--- config.mk ---
export PLATFORM = sky130hd
export DESIGN_NAME = base64_symbol_bit_packer_unit
export DESIGN_NICKNAME = d
export VERILOG_FILES = /design/src/hdl/b64bp_pkg.sv /design/src/hdl/base64_symbol_bit_packer_unit.sv /design/src/hdl/b64bp_front.sv /design/src/hdl/b64bp_queue.sv /design/src/hdl/b64bp_back.sv
export SDC_FILE = /design/constraint.sdc
export NUM_CORES = 1
export LEC_CHECK = 0
export BUFFER_PORTS_ARGS = -buffer_cell sky130_fd_sc_hd__buf_2
export CAP_MARGIN = 0
export CORE_MARGIN = 2
export CORE_UTILIZATION = 51
export CTS_CLUSTER_SIZE = 10
export DETAILED_ROUTE_END_ITERATION = 16
export PLACE_DENSITY = 0.69
export SLEW_MARGIN = 25
export SYNTH_ARGS = -nofsm -noshare
export SYNTH_HDL_FRONTEND = slang
export SYNTH_SLANG_ARGS = --single-unit
--- constraint.sdc ---
create_clock -name clock -period 10.32 [get_ports clock]
set_input_delay 2.064 -clock clock [delete_from_list [all_inputs] [get_ports clock]]
set_output_delay 2.064 -clock clock [all_outputs]
set_load 0.02 [all_outputs]
--- src/hdl/b64bp_pkg.sv ---
// Package of the base64 symbol bit packer: payload types, work item type,
// command codes and the base64 symbol decode function. Depends on nothing.
package b64bp_pkg;

   // Default depth of the queue between front and back.
   localparam int QUEUE_DEPTH_DEF = 2;

   // Input command codes.
   typedef enum logic [1:0] {
      CMD_CHAR  = 2'd0,
      CMD_RAW   = 2'd1,
      CMD_PAD   = 2'd2,
      CMD_FLUSH = 2'd3
   } cmd_type;

   // Operations that the front hands to the back.
   typedef enum logic [1:0] {
      OP_INSERT = 2'd0,
      OP_BAD    = 2'd1,
      OP_FLUSH  = 2'd2
   } op_type;

   typedef struct packed {
      logic [1:0] command;
      logic [7:0] data;
   } req_type;

   typedef struct packed {
      logic [7:0] out_byte;
      logic       bad_symbol;
      logic       final_res;
   } rsp_type;

   // Classified item: value is zero above its nbits low bits.
   typedef struct packed {
      op_type     op;
      logic [7:0] value;
      logic [3:0] nbits;
   } work_type;

   // Symbol decode result.
   typedef struct packed {
      logic       valid;
      logic [5:0] index;
   } sym_type;

   // Maps an ASCII code to its 6-bit base64 index.
   function automatic sym_type sym_index(input logic [7:0] c);
      sym_type    s;
      logic [7:0] t;
      s = '0;
      t = '0;
      if (c >= 8'd65 && c <= 8'd90) begin
         t = c - 8'd65;
         s = '{valid: 1'b1, index: t[5:0]};
      end else if (c >= 8'd97 && c <= 8'd122) begin
         t = c - 8'd71;
         s = '{valid: 1'b1, index: t[5:0]};
      end else if (c >= 8'd48 && c <= 8'd57) begin
         t = c + 8'd4;
         s = '{valid: 1'b1, index: t[5:0]};
      end else if (c == 8'd43) begin
         s = '{valid: 1'b1, index: 6'd62};
      end else if (c == 8'd47) begin
         s = '{valid: 1'b1, index: 6'd63};
      end
      return s;
   endfunction

endpackage

--- src/hdl/base64_symbol_bit_packer_unit.sv ---
// Top level of the base64 symbol bit packer: front, queue and back.
// Depends on b64bp_pkg, b64bp_front, b64bp_queue and b64bp_back.
//
// Usage:
//   The request channel (req_valid, req_ready, req_payload) carries one
//   command per transaction: a base64 character, a raw byte, a four-bit
//   zero pad or a flush. The response channel (rsp_valid, rsp_ready,
//   rsp_payload) carries each completed byte, a bad-symbol marker for an
//   unmapped character, or the final partial byte produced by a flush.
//   Bits pack least significant first.
//   Throughput is one request per clock cycle, set by the packing step in
//   the back end, while the receiver keeps rsp_ready high. A response
//   passes the classifying front register, then a queue entry, then the
//   response register before it appears on rsp_valid.
//   When the receiver holds rsp_ready low, the response register holds its
//   transaction, the queue fills behind it, and req_ready falls once the
//   front register and the queue are both full; nothing is dropped.
//   A synchronous reset empties the front register, the queue and the
//   response register and clears the pending bits and bit count to zero.
module base64_symbol_bit_packer_unit import b64bp_pkg::*; #(
   parameter int QUEUE_DEPTH = QUEUE_DEPTH_DEF
) (
   input  logic    clock,
   input  logic    reset,
   input  logic    req_valid,
   output logic    req_ready,
   input  req_type req_payload,
   output logic    rsp_valid,
   input  logic    rsp_ready,
   output rsp_type rsp_payload
);

   logic     push_valid, push_ready;
   work_type push_item;
   logic     pop_valid, pop_ready;
   work_type pop_item;

   b64bp_front u_front (
      .clock       (clock),
      .reset       (reset),
      .req_valid   (req_valid),
      .req_ready   (req_ready),
      .req_payload (req_payload),
      .push_valid  (push_valid),
      .push_ready  (push_ready),
      .push_item   (push_item)
   );

   b64bp_queue #(
      .QUEUE_DEPTH (QUEUE_DEPTH)
   ) u_queue (
      .clock      (clock),
      .reset      (reset),
      .push_valid (push_valid),
      .push_ready (push_ready),
      .push_item  (push_item),
      .pop_valid  (pop_valid),
      .pop_ready  (pop_ready),
      .pop_item   (pop_item)
   );

   b64bp_back u_back (
      .clock       (clock),
      .reset       (reset),
      .pop_valid   (pop_valid),
      .pop_ready   (pop_ready),
      .pop_item    (pop_item),
      .rsp_valid   (rsp_valid),
      .rsp_ready   (rsp_ready),
      .rsp_payload (rsp_payload)
   );

endmodule

--- src/hdl/b64bp_front.sv ---
// Front of the base64 symbol bit packer: accepts request transactions and
// classifies them into work items. Depends on b64bp_pkg.
module b64bp_front import b64bp_pkg::*; (
   input  logic     clock,
   input  logic     reset,
   input  logic     req_valid,
   output logic     req_ready,
   input  req_type  req_payload,
   output logic     push_valid,
   input  logic     push_ready,
   output work_type push_item
);

   logic     valid_ff, valid_in;
   work_type item_ff, item_in;
   work_type classified;
   sym_type  sym;
   logic     accept;

   // The stage takes a new transaction when empty or when it drains now.
   assign req_ready = !valid_ff || push_ready;
   assign accept    = req_valid && req_ready;

   // Classification of the incoming command.
   always_comb begin
      sym        = sym_index(req_payload.data);
      classified = '{op: OP_INSERT, value: 8'd0, nbits: 4'd0};
      unique case (cmd_type'(req_payload.command))
         CMD_CHAR: begin
            if (sym.valid) begin
               classified = '{op: OP_INSERT, value: {2'b00, sym.index}, nbits: 4'd6};
            end else begin
               classified = '{op: OP_BAD, value: 8'd0, nbits: 4'd0};
            end
         end
         CMD_RAW: begin
            classified = '{op: OP_INSERT, value: req_payload.data, nbits: 4'd8};
         end
         CMD_PAD: begin
            classified = '{op: OP_INSERT, value: 8'd0, nbits: 4'd4};
         end
         CMD_FLUSH: begin
            classified = '{op: OP_FLUSH, value: 8'd0, nbits: 4'd0};
         end
         default: begin
            classified = '{op: OP_FLUSH, value: 8'd0, nbits: 4'd0};
         end
      endcase
   end

   // Stage register next values.
   always_comb begin
      valid_in = valid_ff;
      item_in  = item_ff;
      if (accept) begin
         valid_in = 1'b1;
         item_in  = classified;
      end else if (push_ready) begin
         valid_in = 1'b0;
      end
   end

   always_ff @(posedge clock) begin
      if (reset) begin
         valid_ff <= 1'b0;
      end else begin
         valid_ff <= valid_in;
      end
      item_ff <= item_in;
   end

   assign push_valid = valid_ff;
   assign push_item  = item_ff;

endmodule

--- src/hdl/b64bp_queue.sv ---
// Short queue of work items between the front and the back of the packer.
// Depends on b64bp_pkg.
module b64bp_queue import b64bp_pkg::*; #(
   parameter int QUEUE_DEPTH = QUEUE_DEPTH_DEF
) (
   input  logic     clock,
   input  logic     reset,
   input  logic     push_valid,
   output logic     push_ready,
   input  work_type push_item,
   output logic     pop_valid,
   input  logic     pop_ready,
   output work_type pop_item
);

   localparam int PTR_W = (QUEUE_DEPTH > 1) ? $clog2(QUEUE_DEPTH) : 1;
   localparam int CNT_W = $clog2(QUEUE_DEPTH + 1);
   localparam logic [PTR_W-1:0] LAST_PTR = PTR_W'(QUEUE_DEPTH - 1);
   localparam logic [CNT_W-1:0] FULL_CNT = CNT_W'(QUEUE_DEPTH);

   work_type         entry_ff [QUEUE_DEPTH];
   logic [PTR_W-1:0] wr_ptr_ff, wr_ptr_in;
   logic [PTR_W-1:0] rd_ptr_ff, rd_ptr_in;
   logic [CNT_W-1:0] count_ff, count_in;
   logic             push, pop;

   assign push_ready = (count_ff != FULL_CNT);
   assign pop_valid  = (count_ff != '0);
   assign pop_item   = entry_ff[rd_ptr_ff];
   assign push       = push_valid && push_ready;
   assign pop        = pop_valid && pop_ready;

   // Pointer and fill count updates.
   always_comb begin
      wr_ptr_in = wr_ptr_ff;
      rd_ptr_in = rd_ptr_ff;
      count_in  = count_ff;
      if (push) begin
         wr_ptr_in = (wr_ptr_ff == LAST_PTR) ? '0 : wr_ptr_ff + 1'b1;
      end
      if (pop) begin
         rd_ptr_in = (rd_ptr_ff == LAST_PTR) ? '0 : rd_ptr_ff + 1'b1;
      end
      if (push && !pop) begin
         count_in = count_ff + 1'b1;
      end else if (pop && !push) begin
         count_in = count_ff - 1'b1;
      end
   end

   always_ff @(posedge clock) begin
      if (reset) begin
         wr_ptr_ff <= '0;
         rd_ptr_ff <= '0;
         count_ff  <= '0;
      end else begin
         wr_ptr_ff <= wr_ptr_in;
         rd_ptr_ff <= rd_ptr_in;
         count_ff  <= count_in;
      end
      if (push) begin
         entry_ff[wr_ptr_ff] <= push_item;
      end
   end

endmodule

--- src/hdl/b64bp_back.sv ---
// Back of the base64 symbol bit packer: packs work items into bytes and
// holds the response register. Depends on b64bp_pkg.
module b64bp_back import b64bp_pkg::*; (
   input  logic     clock,
   input  logic     reset,
   input  logic     pop_valid,
   output logic     pop_ready,
   input  work_type pop_item,
   output logic     rsp_valid,
   input  logic     rsp_ready,
   output rsp_type  rsp_payload
);

   logic [6:0]  partial_ff, partial_in;
   logic [2:0]  count_ff, count_in;
   logic        rsp_valid_ff, rsp_valid_in;
   rsp_type     rsp_ff, rsp_in;
   logic        take;
   logic [3:0]  total;
   logic [3:0]  rest;
   logic [14:0] combined;

   // A new item is taken when the response register is free or drains now.
   assign pop_ready = !rsp_valid_ff || rsp_ready;
   assign take      = pop_valid && pop_ready;

   // New bits land above the pending ones; total counts both.
   assign total    = {1'b0, count_ff} + pop_item.nbits;
   assign rest     = total - 4'd8;
   assign combined = {8'd0, partial_ff} | ({7'd0, pop_item.value} << count_ff);

   // Packing state and response next values.
   always_comb begin
      partial_in   = partial_ff;
      count_in     = count_ff;
      rsp_in       = rsp_ff;
      rsp_valid_in = rsp_valid_ff && !rsp_ready;
      if (take) begin
         unique case (pop_item.op)
            OP_INSERT: begin
               if (total >= 4'd8) begin
                  partial_in   = combined[14:8];
                  count_in     = rest[2:0];
                  rsp_in       = '{out_byte: combined[7:0], bad_symbol: 1'b0,
                                   final_res: 1'b0};
                  rsp_valid_in = 1'b1;
               end else begin
                  partial_in = combined[6:0];
                  count_in   = total[2:0];
               end
            end
            OP_BAD: begin
               partial_in   = '0;
               count_in     = '0;
               rsp_in       = '{out_byte: 8'd0, bad_symbol: 1'b1, final_res: 1'b0};
               rsp_valid_in = 1'b1;
            end
            OP_FLUSH: begin
               // A flush with nothing pending leaves no response.
               if (count_ff != '0) begin
                  rsp_in       = '{out_byte: {1'b0, partial_ff}, bad_symbol: 1'b0,
                                   final_res: 1'b1};
                  rsp_valid_in = 1'b1;
               end
               partial_in = '0;
               count_in   = '0;
            end
            default: begin
               partial_in = partial_ff;
               count_in   = count_ff;
            end
         endcase
      end
   end

   always_ff @(posedge clock) begin
      if (reset) begin
         partial_ff   <= '0;
         count_ff     <= '0;
         rsp_valid_ff <= 1'b0;
      end else begin
         partial_ff   <= partial_in;
         count_ff     <= count_in;
         rsp_valid_ff <= rsp_valid_in;
      end
      rsp_ff <= rsp_in;
   end

   assign rsp_valid   = rsp_valid_ff;
   assign rsp_payload = rsp_ff;

endmodule

==> implementation parameters <==
Parameter                              Value

Synth
  Number of storage elements in the synthesis netlist ... 65
  Synthesis warning total ... 0
  Synth unique cells ... 60
  Synthesized net count ... 346
  Top cells by area in the synthesized netlist ... sky130_fd_sc_hd__edfxtp_1, sky130_fd_sc_hd__dfxtp_1, sky130_fd_sc_hd__ha_1
  Average cell area after synthesis ... 11.0 um2
  Leading post-synthesis cells by instance count ... sky130_fd_sc_hd__edfxtp_1, sky130_fd_sc_hd__nor2_1, sky130_fd_sc_hd__a21oi_1, sky130_fd_sc_hd__nand2_1, sky130_fd_sc_hd__ha_1
  Cell area after synthesis ... 0.00345 mm2
  Synth top area share ... 42.6%
  Register area share after synthesis ... 51.9%
  Synthesized netlist cell count ... 314
  Main flop type after synthesis ... sky130_fd_sc_hd__edfxtp_1
  Most frequently used cell type in the post-synthesis netlist ... sky130_fd_sc_hd__edfxtp_1
  Number of enable flip-flop cells after synthesis ... between 40 and 50
  Library cell with the largest summed area after synthesis ... sky130_fd_sc_hd__edfxtp_1
  Async set-reset flop share out of synthesis ... 0%

Floorplan
  Initial core utilization ... 53.5%
  Area enclosed by the die boundary ... between 0.007 and 0.008 mm2
  Horiz. Die Dim ... 86.3 um
  Core outline area ... 0.00646 mm2
  Chip Height ... 86.3 um
  Total I/O pin count ... 26
  Number of core rows ... 29

Finish
  Ant diodes ... 0
  Area of the multi-input gates ... 0.00154 mm2
  Register area ... around 0.0018 mm2
  Final cell count without fillers ... 418
  Nets@finish ... 368
  P&R area growth vs syn ... 11.1%
  Number of fill cells ... 553
  Share of final-layout standard cells stronger than drive strength 1 ... 17.9%

Drt
  Detailed-route via count ... 2419
  Drt first pass iters ... 4
  1st-iter DRT viols ... around 110
  # DRC ... 0
  Number of vias per cell ... about 5.8
  Total wire length after detailed routing ... roughly 6600 um
  Final ANT Viol Nets ... 0
  Average wire length per cell after detail routing ... approximately 16 um

Place
  Number of placed instances with taps included ... 402
  HPWL after DPL ... 4930 um
  Count of port buffers added during placement ... 25
  Last weighted congestion value of the routability-driven placer ... between 0.9 and 1

Clock tree
  Number of setup buffers added after CTS ... 0
  CTS tree ... yes
  Deepest clock path buffer count ... 2
  Clock input transition at the sequential cells of the worst setup and hold paths ... 0.08 ns
  Clock buffer count from CTS ... 9
  Number of gates resized after CTS ... 0
  Clk Latency, worst-skew pair ... approximately 0.35 ns
  Number of H-tree branching levels ... 3
  Hold-fix buffers, CTS ... 0
  Clk sink count ... 65
  CTS Root Cell ... sky130_fd_sc_hd__clkbuf_8

Timing
  Number of hold-slack violations in the final timing report ... 0
  # setup viols final ... 0
  Headroom to the max-slew limit ... 45.8%
  Maximum clock rate ... 264 MHz
  Final critical path time including I/O delays and setup ... 3.79 ns
  Fin crit share ... 36.8%
  Total Negative Setup Slacks ... 0 ns
  Tightest Pin Transition ... ~0.8 ns
  Worst clock skew on the final layout ... 0.0143 ns
  Final-report max-slew violation count ... 0
  RSZ-0062 raised after global routing ... no

Min path
  Worst Hold Class ... register to register

Pwr
  Net switching power ... about 320 uW
  Power density relative to cell area ... 237 mW/mm2
  VDD IR max ... 144 uV
  Combinational Power Share ... 32.8%
  Seq pwr share ... 41.9%
  Internal portion of total power ... 585 uW
  Net switching share of the total power ... 35.6%
  Total leakage power ... 1.42 nW
  Clock network fraction of total power ... 25.3%

Critical path
  Worst setup EP type ... register
  Critical path data arrival time ... 3.88 ns
  Highest fanout seen on the critical path ... 8
  Category of the critical setup timing path ... primary input to register
  CP Launch Type ... primary input
  Data required time of the worst path ... 10.40 ns

Global route
  Global-route congestion overflow total ... 0
  Maximum number of pins on one net before global-route repair ... 22
  Wire length of the first global-routing pass ... 11300 um
  Antenna violations before repair ... 0
  Combined global-route utilization of all metal layers ... between 10% and 20%
  Number of global-route vias before repair ... 2391

Flow run
  Max-Cap Viols ... 0

Run status
  Result of the run ... complete, no violations
-- cells in the final DEF, fill, tap and decap left out, types with 2 or more instances in the layout --
| master | count |
|---|---|
| sky130_fd_sc_hd__mux2i_1 | 11 |
| sky130_fd_sc_hd__clkbuf_8 | 9 |
| sky130_fd_sc_hd__a221oi_1 | 2 |
| sky130_fd_sc_hd__o32ai_1 | 3 |
| sky130_fd_sc_hd__inv_6 | 2 |
| sky130_fd_sc_hd__o31ai_1 | 6 |
| sky130_fd_sc_hd__inv_1 | 16 |
| sky130_fd_sc_hd__nor2b_1 | 2 |
| sky130_fd_sc_hd__nand3b_1 | 2 |
| sky130_fd_sc_hd__a32o_1 | 2 |
| sky130_fd_sc_hd__a211oi_1 | 3 |
| sky130_fd_sc_hd__xor2_1 | 5 |
| sky130_fd_sc_hd__ha_1 | 17 |
| sky130_fd_sc_hd__nand3_1 | 6 |
| sky130_fd_sc_hd__a2111oi_2 | 2 |
| sky130_fd_sc_hd__buf_2 | 25 |
| sky130_fd_sc_hd__a21oi_1 | 20 |
| sky130_fd_sc_hd__dfxtp_1 | 16 |
| sky130_fd_sc_hd__edfxtp_1 | 49 |
| sky130_fd_sc_hd__nor2_1 | 31 |
| sky130_fd_sc_hd__a21o_1 | 2 |
| sky130_fd_sc_hd__nor3b_1 | 2 |
| sky130_fd_sc_hd__a31oi_1 | 4 |
| sky130_fd_sc_hd__or3_1 | 3 |
| sky130_fd_sc_hd__nor3_1 | 14 |
| sky130_fd_sc_hd__a32oi_1 | 2 |
| sky130_fd_sc_hd__nand2_1 | 20 |
| sky130_fd_sc_hd__nor4_1 | 2 |
| sky130_fd_sc_hd__nand2b_1 | 7 |
| sky130_fd_sc_hd__mux2_2 | 5 |
| sky130_fd_sc_hd__and2_1 | 5 |
| sky130_fd_sc_hd__o22ai_1 | 4 |
| sky130_fd_sc_hd__o41ai_1 | 2 |
| sky130_fd_sc_hd__o21ai_0 | 8 |
-- routing by layer --
metal  share of wire, %  track usage, %  vias to the layer above
li1                   -               -                     1205
met5                  0               0                        -
met2                 49            32.3                       60
met4                2.9            9.66                        0
met3                3.3            5.14                       20
met1                 45            24.3                     1134
-- per-stage QoR --
step | util [%] | hold WS, ns | power, mW | setup WS, ns | area, um2
after floorplan | - | 0.421 | 0.612 | 5.86 | 3450
after global placement | 56.0 | 0.425 | 0.679 | 6.20 | 3620
after detailed placement | 56.0 | 0.433 | 0.685 | 6.18 | 3620
after CTS | 59.4 | 0.445 | 0.916 | 6.55 | 3840
after global routing | 59.4 | 0.452 | 0.967 | 6.35 | 3840
final | 59.4 | 0.442 | 0.908 | 6.53 | 3840
-- logic make-up (layout without fill, tap and decap cells) --
kind of cell,after synthesis,after routing,share of synthesized area [%]
and+or+nand+nor,105,105,15.6
AOI/OAI and AO/OA,71,71,14.5
DFF,65,65,51.9
buffers and inverters,31,58,3.84
adders and majority gates,18,18,6.74
muxes,17,17,5.47
xor gates and xnor gates,7,7,1.99
-- path summary, 6_finish.rpt --
path / startpoint / to / slack (ns) / cells past startpoint
worst max-delay path: req_payload[2] / u_front.push_item[6]$_DFFE_PP_ / 6.53 / 9
worst min-delay path: u_front.push_item[1]$_DFFE_PP_ / u_queue.entry_ff[1][1]$_DFFE_PP_ / 0.44 / 0
worst min register to register: u_front.push_item[1]$_DFFE_PP_ / u_queue.entry_ff[1][1]$_DFFE_PP_ / 0.44 / 0
worst max register to register: register / u_back.rsp_valid$_SDFF_PP0_ / 7.38 / 6
-- cell type report --
| class | instances | share of cell area (%) |
|---|---|---|
| timing repair buffer | 26 | 3.46 |
| inverter | 16 | 1.57 |
| clock buffer | 10 | 3.88 |
| multi-input combinational | 218 | 40.1 |
| clock inverter | 6 | 1.83 |
| sequential | 65 | 46.7 |
| tap | 77 | 2.51 |
-- sequential cells by signal (all words and copies together) (netlist names), 2 cells and up, named ones only --
| signal | flops |
|---|---|
| u_back.rsp_payload | 10 |
| u_front.push_item | 13 |
| u_back.count_ff | 2 |
| u_back.partial_ff | 7 |
| u_queue.count_ff | 2 |
| u_queue.entry_ff | 26 |
-- worst max-delay path: stages --
cell	delay, ns
sky130_fd_sc_hd__buf_2	0.16
sky130_fd_sc_hd__inv_1	0.13
sky130_fd_sc_hd__ha_1	0.29
sky130_fd_sc_hd__o21ai_0	0.36
sky130_fd_sc_hd__nor3_4	0.07
sky130_fd_sc_hd__a31oi_2	0.35
sky130_fd_sc_hd__a32oi_1	0.16
sky130_fd_sc_hd__o211ai_1	0.20
sky130_fd_sc_hd__o31ai_1	0.09
-- power by group through the flow --
stage               combinational (mW)  clock (mW)  sequential [mW]
finish                           0.298       0.230            0.381
global route                     0.330       0.249            0.388
CTS                              0.299       0.236            0.381
detailed placement               0.297           0            0.387
global placement                 0.294           0            0.386
floorplan                        0.226           0            0.386
(Power assumes the default switching activity.)
